[src/hw/rtl/asp_pkg.sv]
// Shared types, constants and codes of the array stack block.
package asp_pkg;

  // Sizes
  localparam int DEPTH  = 64;
  localparam int DATA_W = 32;
  localparam int MODE_W = 3;
  localparam int STAT_W = 3;
  localparam int LOC_W  = 6;
  localparam int ADDR_W = (DEPTH > 1) ? $clog2(DEPTH) : 1;
  localparam int CNT_W  = $clog2(DEPTH + 1);
  localparam int CMP_W  = (LOC_W > CNT_W) ? LOC_W : CNT_W;

  // Item modes
  localparam logic [MODE_W-1:0] MODE_PUSH    = 3'd0;
  localparam logic [MODE_W-1:0] MODE_POP     = 3'd1;
  localparam logic [MODE_W-1:0] MODE_PEEK    = 3'd2;
  localparam logic [MODE_W-1:0] MODE_UPDATE  = 3'd3;
  localparam logic [MODE_W-1:0] MODE_DISPLAY = 3'd4;

  // Result status codes
  localparam logic [STAT_W-1:0] ST_OK        = 3'd0;
  localparam logic [STAT_W-1:0] ST_OVERFLOW  = 3'd1;
  localparam logic [STAT_W-1:0] ST_UNDERFLOW = 3'd2;
  localparam logic [STAT_W-1:0] ST_BADLOC    = 3'd3;
  localparam logic [STAT_W-1:0] ST_NOTFOUND  = 3'd4;

  // Word returned on errors
  localparam logic signed [DATA_W-1:0] ERR_WORD = '1;

  // Read address select
  localparam logic [1:0] RD_TOP  = 2'd0;  // count - 1
  localparam logic [1:0] RD_LOC  = 2'd1;  // peek location
  localparam logic [1:0] RD_PREV = 2'd2;  // pointer - 1

  // Result data source
  localparam logic [1:0] SRC_ZERO = 2'd0;
  localparam logic [1:0] SRC_ERR  = 2'd1;
  localparam logic [1:0] SRC_RAM  = 2'd2;

  // Controller to datapath commands
  typedef struct packed {
    logic              item_ld;
    logic              push;
    logic              pop;
    logic              upd_wr;
    logic              rd_en;
    logic [1:0]        rd_sel;
    logic              emit;
    logic [1:0]        emit_src;
    logic [STAT_W-1:0] emit_status;
    logic              emit_last;
  } asp_cmd_t;

  // Datapath to controller status
  typedef struct packed {
    logic [MODE_W-1:0] mode;
    logic              full;
    logic              empty;
    logic              loc_bad;
    logic              match;
    logic              ptr_zero;
    logic              slot_free;
  } asp_sts_t;

endpackage

[src/hw/rtl/asp_ram.sv]
// Generic single-write, single-read RAM with registered read data.
module asp_ram #(
  parameter int WIDTH = 32,
  parameter int DEPTH = 64
) (
  input  logic                                   clk,
  input  logic                                   we,
  input  logic [((DEPTH > 1) ? $clog2(DEPTH) : 1)-1:0] waddr,
  input  logic [WIDTH-1:0]                       wdata,
  input  logic                                   re,
  input  logic [((DEPTH > 1) ? $clog2(DEPTH) : 1)-1:0] raddr,
  output logic [WIDTH-1:0]                       rdata
);

  logic [WIDTH-1:0] mem [DEPTH];

  // Write port
  always_ff @(posedge clk) begin
    if (we) begin
      mem[waddr] <= wdata;
    end
  end

  // Registered read port, holds when not enabled
  always_ff @(posedge clk) begin
    if (re) begin
      rdata <= mem[raddr];
    end
  end

endmodule

[src/hw/rtl/asp_dp.sv]
// Datapath: item registers, stack count, entry RAM, walk pointer, result register.
module asp_dp (
  input  logic                              clk,
  input  logic                              rst_n,
  input  logic [asp_pkg::MODE_W-1:0]        in_mode,
  input  logic signed [asp_pkg::DATA_W-1:0] in_value,
  input  logic signed [asp_pkg::DATA_W-1:0] in_new_value,
  input  logic [asp_pkg::LOC_W-1:0]         in_location,
  input  asp_pkg::asp_cmd_t                 cmd,
  output asp_pkg::asp_sts_t                 sts,
  input  logic                              out_ready,
  output logic                              out_valid,
  output logic signed [asp_pkg::DATA_W-1:0] out_data,
  output logic [asp_pkg::STAT_W-1:0]        out_status,
  output logic                              out_last
);

  // Latched transaction
  logic [asp_pkg::MODE_W-1:0]        mode_r;
  logic signed [asp_pkg::DATA_W-1:0] value_r;
  logic signed [asp_pkg::DATA_W-1:0] new_value_r;
  logic [asp_pkg::LOC_W-1:0]         location_r;

  logic [asp_pkg::CNT_W-1:0]  count_r, count_nxt, cnt_dec;
  logic [asp_pkg::ADDR_W-1:0] ptr_r;
  logic [asp_pkg::ADDR_W-1:0] rd_addr, wr_addr;
  logic [asp_pkg::DATA_W-1:0] wr_data, rd_data;
  logic                       wr_en;

  logic                              out_valid_r, out_valid_nxt;
  logic signed [asp_pkg::DATA_W-1:0] out_data_r, out_data_nxt;
  logic [asp_pkg::STAT_W-1:0]        out_status_r;
  logic                              out_last_r;

  // Item capture
  always_ff @(posedge clk) begin
    if (cmd.item_ld) begin
      mode_r      <= in_mode;
      value_r     <= in_value;
      new_value_r <= in_new_value;
      location_r  <= in_location;
    end
  end

  // Stack count
  assign cnt_dec = count_r - asp_pkg::CNT_W'(1);

  always_comb begin
    count_nxt = count_r;
    if (cmd.push) begin
      count_nxt = count_r + asp_pkg::CNT_W'(1);
    end else if (cmd.pop) begin
      count_nxt = cnt_dec;
    end
  end

  always_ff @(posedge clk) begin
    if (!rst_n) begin
      count_r <= '0;
    end else begin
      count_r <= count_nxt;
    end
  end

  // Read address select; the pointer follows every read
  always_comb begin
    unique case (cmd.rd_sel)
      asp_pkg::RD_TOP:  rd_addr = cnt_dec[asp_pkg::ADDR_W-1:0];
      asp_pkg::RD_LOC:  rd_addr = location_r[asp_pkg::ADDR_W-1:0];
      asp_pkg::RD_PREV: rd_addr = ptr_r - asp_pkg::ADDR_W'(1);
      default:          rd_addr = ptr_r;
    endcase
  end

  always_ff @(posedge clk) begin
    if (cmd.rd_en) begin
      ptr_r <= rd_addr;
    end
  end

  // Write port: push at the top, update at the pointer
  assign wr_en   = cmd.push | cmd.upd_wr;
  assign wr_addr = cmd.push ? count_r[asp_pkg::ADDR_W-1:0] : ptr_r;
  assign wr_data = cmd.push ? value_r : new_value_r;

  asp_ram #(
    .WIDTH (asp_pkg::DATA_W),
    .DEPTH (asp_pkg::DEPTH)
  ) u_ram (
    .clk   (clk),
    .we    (wr_en),
    .waddr (wr_addr),
    .wdata (wr_data),
    .re    (cmd.rd_en),
    .raddr (rd_addr),
    .rdata (rd_data)
  );

  // Status to controller
  assign sts.mode      = mode_r;
  assign sts.full      = (count_r == asp_pkg::CNT_W'(asp_pkg::DEPTH));
  assign sts.empty     = (count_r == '0);
  assign sts.loc_bad   = (asp_pkg::CMP_W'(location_r) >= asp_pkg::CMP_W'(count_r));
  assign sts.match     = (rd_data == value_r);
  assign sts.ptr_zero  = (ptr_r == '0);
  assign sts.slot_free = !out_valid_r || out_ready;

  // Result register
  always_comb begin
    unique case (cmd.emit_src)
      asp_pkg::SRC_ZERO: out_data_nxt = '0;
      asp_pkg::SRC_RAM:  out_data_nxt = rd_data;
      default:           out_data_nxt = asp_pkg::ERR_WORD;
    endcase
  end

  always_comb begin
    out_valid_nxt = out_valid_r;
    if (cmd.emit) begin
      out_valid_nxt = 1'b1;
    end else if (out_ready) begin
      out_valid_nxt = 1'b0;
    end
  end

  always_ff @(posedge clk) begin
    if (!rst_n) begin
      out_valid_r <= 1'b0;
    end else begin
      out_valid_r <= out_valid_nxt;
    end
  end

  always_ff @(posedge clk) begin
    if (cmd.emit) begin
      out_data_r   <= out_data_nxt;
      out_status_r <= cmd.emit_status;
      out_last_r   <= cmd.emit_last;
    end
  end

  assign out_valid  = out_valid_r;
  assign out_data   = out_data_r;
  assign out_status = out_status_r;
  assign out_last   = out_last_r;

endmodule

[src/hw/rtl/asp_ctrl.sv]
// Controller: state machine that sequences each transaction over the datapath.
module asp_ctrl (
  input  logic              clk,
  input  logic              rst_n,
  input  logic              in_valid,
  output logic              in_ready,
  input  asp_pkg::asp_sts_t sts,
  output asp_pkg::asp_cmd_t cmd
);

  localparam logic [2:0] S_IDLE  = 3'd0;
  localparam logic [2:0] S_EXEC  = 3'd1;
  localparam logic [2:0] S_RDOUT = 3'd2;
  localparam logic [2:0] S_SRCH  = 3'd3;
  localparam logic [2:0] S_DISP  = 3'd4;

  logic [2:0] state_r, state_nxt;

  assign in_ready = (state_r == S_IDLE);

  // Next state and commands
  always_comb begin
    state_nxt = state_r;
    cmd       = '0;
    unique case (state_r)
      S_IDLE: begin
        if (in_valid) begin
          cmd.item_ld = 1'b1;
          state_nxt   = S_EXEC;
        end
      end

      S_EXEC: begin
        cmd.emit_last = 1'b1;
        if (sts.mode == asp_pkg::MODE_PUSH) begin
          if (sts.slot_free) begin
            cmd.emit = 1'b1;
            state_nxt = S_IDLE;
            if (sts.full) begin
              cmd.emit_src    = asp_pkg::SRC_ERR;
              cmd.emit_status = asp_pkg::ST_OVERFLOW;
            end else begin
              cmd.push        = 1'b1;
              cmd.emit_src    = asp_pkg::SRC_ZERO;
              cmd.emit_status = asp_pkg::ST_OK;
            end
          end
        end else if (sts.mode != asp_pkg::MODE_POP && sts.mode != asp_pkg::MODE_PEEK &&
                     sts.mode != asp_pkg::MODE_UPDATE && sts.mode != asp_pkg::MODE_DISPLAY) begin
          // meaningless mode: dropped
          state_nxt = S_IDLE;
        end else if (sts.empty) begin
          if (sts.slot_free) begin
            cmd.emit        = 1'b1;
            cmd.emit_src    = asp_pkg::SRC_ERR;
            cmd.emit_status = asp_pkg::ST_UNDERFLOW;
            state_nxt       = S_IDLE;
          end
        end else if (sts.mode == asp_pkg::MODE_POP) begin
          cmd.pop    = 1'b1;
          cmd.rd_en  = 1'b1;
          cmd.rd_sel = asp_pkg::RD_TOP;
          state_nxt  = S_RDOUT;
        end else if (sts.mode == asp_pkg::MODE_PEEK) begin
          if (sts.loc_bad) begin
            if (sts.slot_free) begin
              cmd.emit        = 1'b1;
              cmd.emit_src    = asp_pkg::SRC_ERR;
              cmd.emit_status = asp_pkg::ST_BADLOC;
              state_nxt       = S_IDLE;
            end
          end else begin
            cmd.rd_en  = 1'b1;
            cmd.rd_sel = asp_pkg::RD_LOC;
            state_nxt  = S_RDOUT;
          end
        end else begin
          // update or display: start from the top entry
          cmd.rd_en  = 1'b1;
          cmd.rd_sel = asp_pkg::RD_TOP;
          state_nxt  = (sts.mode == asp_pkg::MODE_UPDATE) ? S_SRCH : S_DISP;
        end
      end

      S_RDOUT: begin
        if (sts.slot_free) begin
          cmd.emit        = 1'b1;
          cmd.emit_src    = asp_pkg::SRC_RAM;
          cmd.emit_status = asp_pkg::ST_OK;
          cmd.emit_last   = 1'b1;
          state_nxt       = S_IDLE;
        end
      end

      // Walk down from the top, one entry a cycle
      S_SRCH: begin
        cmd.emit_last = 1'b1;
        if (sts.match) begin
          if (sts.slot_free) begin
            cmd.upd_wr      = 1'b1;
            cmd.emit        = 1'b1;
            cmd.emit_src    = asp_pkg::SRC_ZERO;
            cmd.emit_status = asp_pkg::ST_OK;
            state_nxt       = S_IDLE;
          end
        end else if (sts.ptr_zero) begin
          if (sts.slot_free) begin
            cmd.emit        = 1'b1;
            cmd.emit_src    = asp_pkg::SRC_ERR;
            cmd.emit_status = asp_pkg::ST_NOTFOUND;
            state_nxt       = S_IDLE;
          end
        end else begin
          cmd.rd_en  = 1'b1;
          cmd.rd_sel = asp_pkg::RD_PREV;
        end
      end

      // One result per entry, top first; holds while the output is stalled
      S_DISP: begin
        if (sts.slot_free) begin
          cmd.emit        = 1'b1;
          cmd.emit_src    = asp_pkg::SRC_RAM;
          cmd.emit_status = asp_pkg::ST_OK;
          cmd.emit_last   = sts.ptr_zero;
          if (sts.ptr_zero) begin
            state_nxt = S_IDLE;
          end else begin
            cmd.rd_en  = 1'b1;
            cmd.rd_sel = asp_pkg::RD_PREV;
          end
        end
      end

      default: begin
        state_nxt = S_IDLE;
      end
    endcase
  end

  always_ff @(posedge clk) begin
    if (!rst_n) begin
      state_r <= S_IDLE;
    end else begin
      state_r <= state_nxt;
    end
  end

endmodule

[src/hw/rtl/array_stack_peek_update.sv]
// Top level of the array stack: controller plus datapath.
//
// Bounded LIFO of signed 32-bit words (asp_pkg::DEPTH entries) in a RAM.
// Input channel (in_valid/in_ready) carries one command transaction: push,
// pop, peek at a bottom-based location, update by value, or display all.
// Result channel (out_valid/out_ready) carries data, status and last; last
// marks the final result of a command.
// Push, and the overflow, underflow and bad-location errors, load their result
// from the execute state; pop and peek read the RAM and load the entry from
// the read-out state. Update searches one entry per cycle from the top through
// the RAM's single read port and stops at the topmost match or at the bottom
// entry. Display loads one result per entry, top first, one per cycle while the
// output is not stalled. A new command is taken the cycle after the previous
// one has loaded its last result, so it may be accepted while that result
// still waits; commands with invalid modes are dropped without a result.
// While a result waits with out_ready low, the output register holds and the
// sequencer waits before loading another result.
// Reset (rst_n, synchronous) empties the stack and clears out_valid; the
// RAM contents are not cleared and need no clearing pass.
module array_stack_peek_update (
  input  logic                              clk,
  input  logic                              rst_n,
  input  logic                              in_valid,
  output logic                              in_ready,
  input  logic [asp_pkg::MODE_W-1:0]        in_mode,
  input  logic signed [asp_pkg::DATA_W-1:0] in_value,
  input  logic signed [asp_pkg::DATA_W-1:0] in_new_value,
  input  logic [asp_pkg::LOC_W-1:0]         in_location,
  output logic                              out_valid,
  input  logic                              out_ready,
  output logic signed [asp_pkg::DATA_W-1:0] out_data,
  output logic [asp_pkg::STAT_W-1:0]        out_status,
  output logic                              out_last
);

  asp_pkg::asp_cmd_t cmd;
  asp_pkg::asp_sts_t sts;

  // Sequencer
  asp_ctrl u_ctrl (
    .clk      (clk),
    .rst_n    (rst_n),
    .in_valid (in_valid),
    .in_ready (in_ready),
    .sts      (sts),
    .cmd      (cmd)
  );

  // Storage and result path
  asp_dp u_dp (
    .clk          (clk),
    .rst_n        (rst_n),
    .in_mode      (in_mode),
    .in_value     (in_value),
    .in_new_value (in_new_value),
    .in_location  (in_location),
    .cmd          (cmd),
    .sts          (sts),
    .out_ready    (out_ready),
    .out_valid    (out_valid),
    .out_data     (out_data),
    .out_status   (out_status),
    .out_last     (out_last)
  );

endmodule

[config.mk]
export PLATFORM = sky130hd
export DESIGN_NAME = array_stack_peek_update
export DESIGN_NICKNAME = d
export VERILOG_FILES = /design/src/hw/rtl/asp_pkg.sv /design/src/hw/rtl/asp_ram.sv /design/src/hw/rtl/asp_dp.sv /design/src/hw/rtl/asp_ctrl.sv /design/src/hw/rtl/array_stack_peek_update.sv
export SDC_FILE = /design/constraint.sdc
export NUM_CORES = 2
export LEC_CHECK = 0
export BUFFER_PORTS_ARGS = -buffer_cell sky130_fd_sc_hd__buf_2
export CAP_MARGIN = 20
export CORE_UTILIZATION = 45
export CTS_BUF_LIST = sky130_fd_sc_hd__clkbuf_8
export CTS_CLUSTER_SIZE = 24
export DETAILED_ROUTE_END_ITERATION = 6
export GPL_TIMING_DRIVEN = 0
export MAX_ROUTING_LAYER = met4
export PLACE_DENSITY_LB_ADDON = 0.05
export REMOVE_ABC_BUFFERS = 1
export SLEW_MARGIN = 20
export SYNTH_ARGS = -nofsm -noshare
export SYNTH_HDL_FRONTEND = slang
export SYNTH_SLANG_ARGS = --single-unit
[constraint.sdc]
create_clock -name clk -period 4.1 [get_ports clk]
set_clock_uncertainty 0.2 [all_clocks]
set_input_delay 1.025 -clock clk [delete_from_list [all_inputs] [get_ports clk]]
set_output_delay 1.025 -clock clk [all_outputs]
set_load 0.05 [all_outputs]
==> metrics.csv <==
metric,value,unit
worstMarginPinSlew,1.12,ns
hold_violations,0,
critPathTopFamily,simple AND/OR/NAND/NOR gates,
io_buffers,114,
area_growth,25.8,%
max_freq,0.190,GHz
arrival,5.87,ns
syn_area,88200,sq um
async_reset_ff_share,0,%
yosysUniqueCellTypes,72,
power_leakage,38.5,nW
power_density,425,nW/um^2
synthCells,6468,
ys.flop_type,edfxtp_1,
ys_seq_elements,2206,
dp.cells,8979,
num_rows,162,
preCtsSetupSlack,-4.71,ns
vias,61313,
rr_worst_depth,19,
nets,7271,
initial_utilization,45.3,%
die_h,445,um
r2r-end,u_dp.u_ram.rdata[11],
synth_edf_count,2195,
maxCapViolations,0,
routedWlPerCell,32.5,um
drt_iter0_drc,8157,
cts_root_buf,clkbuf_8,
min_path_type,primary input to flop,
antenna_found_initial,18,
setup_ws,-1.17,ns
ant_nets,0,
ir_drop,0.292,mV
path_class,flop to flop,
worstPathMaxFanout,11,
drt-total-wl,328000,um
drive_gt1_share,21.5,%
synth_top_cell_area_share,74.7,%
sw_frac_of_total,25.1,%
path_cells,xor2_1 -> nor4_4 -> nand4_1 -> buf_6 -> o2111ai_4 -> buf_6 -> buf_6 -> a21boi_1 -> a311o_2 -> buf_16 -> buf_16 -> clkinv_16 -> buf_12 -> buf_16 -> buf_12 -> nand3_1 -> a311oi_2 -> nor3_2 -> or4_4,
cts_buffer_depth,4,
clk_latency,1.09,ns
finalCriticalPeriod,5.27,ns
ctsHtreeMaxLevel,5,
reg2reg_slack,-1.17,ns
hp-start,rst_n,
grt_setup_unrepaired,yes,
end_kind,flop,
grt.total_usage,33.1,%
place_congestion,0.781,
reg2reg_from,u_dp.u_ram.rdata[14],
power,47.1,mW
p_switching,11.8,mW
grt_pass1_wl,445000,um
drc,5,
grt_overflow,0,
slew_violations,0,
clk_pin_slew_worst_paths,0.06,ns
slowest_stage,or4_4,
cpPeakStageDelay,0.62,ns
violations,"DRC, setup timing",
seq_power_share,53.4,%
grt_start_max_net_pins,102,
hold_path_depth,3,
viasPerCell,6.08,
crit_required,4.70,ns
first_global_vias,56713,
clockPowerShare,37.4,%
cts_tree,built,
core_area,195000,sq um
path_buf_inv,9,
fin_setup_tns,-37.43,ns
p_int,35.3,mW
crit_path_start,u_dp.u_ram.rdata[14],
yosys_warnings,0,
synth_area_leaders,"edfxtp_1 (75%), nand2_1 (8.4%), a311oi_1 (3.8%), nand3_1 (2.1%), and3_1 (2.0%)",
die_w,445,um
period_share,129,%
cts_buffers,386,
critPathLaunchType,flop,
avgSynthCellArea,13.6,sq um
seq_area_frac_synth,75.0,%
yosysTopAreaCell,edfxtp_1,
final_cell_count_no_fill,10085,
drtPass1Iterations,7,
outcome,finished with violations,
dp_hpwl,156000,um
dieArea,198000,sq um
relSlewSlack,25.2,%
clock-sinks,2206,
hold_path_end,u_dp.count_r[5],
combPwrFrac,9.1,%
io_pins,115,
finalSetupViolCount,141,
-- per-layer routing --
metal / vias up / track usage (%) / share of wire, %
met5: - / - / 0
met3: 532 / 4.80 / 9.1
met1: 31603 / 46.5 / 41
li1: 25790 / - / -
met2: 3388 / 49.2 / 46
met4: 0 / 12.2 / 3.8
-- flip-flops by register name, summed over array words and instances, names as in the netlist --
name / cells
u_dp.mode_r: 3
u_dp.count_r: 7
u_dp.ptr_r: 6
u_dp.u_ram.mem: 2048
u_dp.out_last: 1
u_dp.value_r: 32
u_dp.u_ram.rdata: 32
u_dp.out_valid: 1
u_dp.location_r: 6
u_dp.new_value_r: 32
u_ctrl.state_r: 3
u_dp.out_data: 32
u_dp.out_status: 3
-- worst max-delay path by stage --
stage | cells past startpoint | endpoint
final | 19 | u_dp.u_ram.rdata[11]
after global routing | 23 | u_dp.u_ram.rdata[19]
after CTS | 22 | u_dp.u_ram.rdata[4]
after detailed placement | 19 | u_dp.u_ram.rdata[4]
after global placement | 13 | u_dp.u_ram.rdata[4]
after floorplan | 15 | u_dp.u_ram.rdata[11]
-- worst register-to-register path, delay by kind of cell (launching register included) --
kind / cells / cell delay, ns
XOR/XNOR: 1 / 0.20
flip-flops: 1 / 0.46
AO/OA/AOI/OAI: 4 / 1.00
buffers and inverters: 9 / 1.52
AND/OR/NAND/NOR: 5 / 1.63
-- placed cells by master, fill, tap and decap left out, types with 70 or more instances in the layout --
master | Yosys | layout
inv_1 | 14 | 157
buf_16 | 0 | 154
mux2i_1 | 70 | 70
buf_2 | 220 | 115
a21oi_1 | 118 | 92
edfxtp_1 | 2195 | 2195
nand2_1 | 1981 | 1919
clkbuf_8 | 0 | 390
and3_1 | 278 | 267
buf_4 | 53 | 182
a311oi_2 | 0 | 131
nand3_1 | 369 | 360
a311oi_1 | 386 | 251
buf_12 | 0 | 154
clkinv_1 | 0 | 88
dlygate4sd3_1 | 0 | 73
-- cells by family (layout without fill, tap and decap cells) --
logic type / after synthesis / count (layout) / synth area share [%]
and+or+nand+nor: 2858 / 2864 / 13.8
DFF: 2206 / 2206 / 75.0
AOI/OAI and AO/OA: 815 / 815 / 7.10
buffers and inverters: 460 / 1431 / 2.64
muxes: 74 / 75 / 0.871
xor gates and xnor gates: 44 / 44 / 0.437
adders and majority gates: 11 / 11 / 0.156
other: 0 / 15 / 0
-- stage by stage --
stage | hold WS (ns) | instance area, sq um | util (%)
2_1_floorplan | 0.321 | 85900 | -
6_report | 0.117 | 111000 | 56.9
5_1_grt | 0.0673 | 111000 | 56.9
4_1_cts | 0.0244 | 109000 | 56.2
3_5_place_dp | 0.355 | 95500 | 49.0
3_3_place_gp | 0.349 | 89800 | 46.1
-- power by group through the flow --
stage | logic (mW) | registers, mW | clock network, mW
after CTS | 4.09 | 25.2 | 17.8
after floorplan | 1.56 | 25.7 | 0
final | 4.30 | 25.2 | 17.6
after detailed placement | 3.07 | 25.6 | 0
after global routing | 4.39 | 25.2 | 18.8
after global placement | 3.10 | 25.7 | 0
-- area by class of cell --
class / count / area, sq um
fillers: 15496 / 83900
repair inverters: 16 / 307
clock inverters: 261 / 1040
clock buffers: 390 / 5370
inverters: 18 / 146
repair buffers: 746 / 11600
well taps: 2624 / 3280
multi-input cells: 3809 / 23000
flip-flops and latches: 2206 / 66100
diodes: 15 / 37.5
-- Yosys cell counts, drive strengths merged (6+ instances only) --
library cell and n:
a211oi 29, a21o 37, a21oi 119, a221oi 8, a22oi 7, a311o 6, a311oi 386, a31oi 36
a32oi 8, and2 11, and3 278, buf 305, clkbuf 137, dfxtp 11, edfxtp 2195, ha 11
inv 17, mux2i 71, nand2 1983, nand3 369, nor2 104, nor2b 6, nor3 52, nor4 23
o21ai 50, o221a 8, o221ai 26, o22ai 30, o31ai 21, o32ai 11, o41ai 7, or3 9
xnor2 10, xor2 34
-- timing repair --
item	4_1_cts	5_1_grt
pin swaps	161	82
endpoints found under the hold margin	73	0
gates resized for setup	450	135
buffers inserted	194	58
setup endpoints to repair	2129	694
gates cloned	103	13
hold buffers	73	0
(Power assumes the default switching activity.)
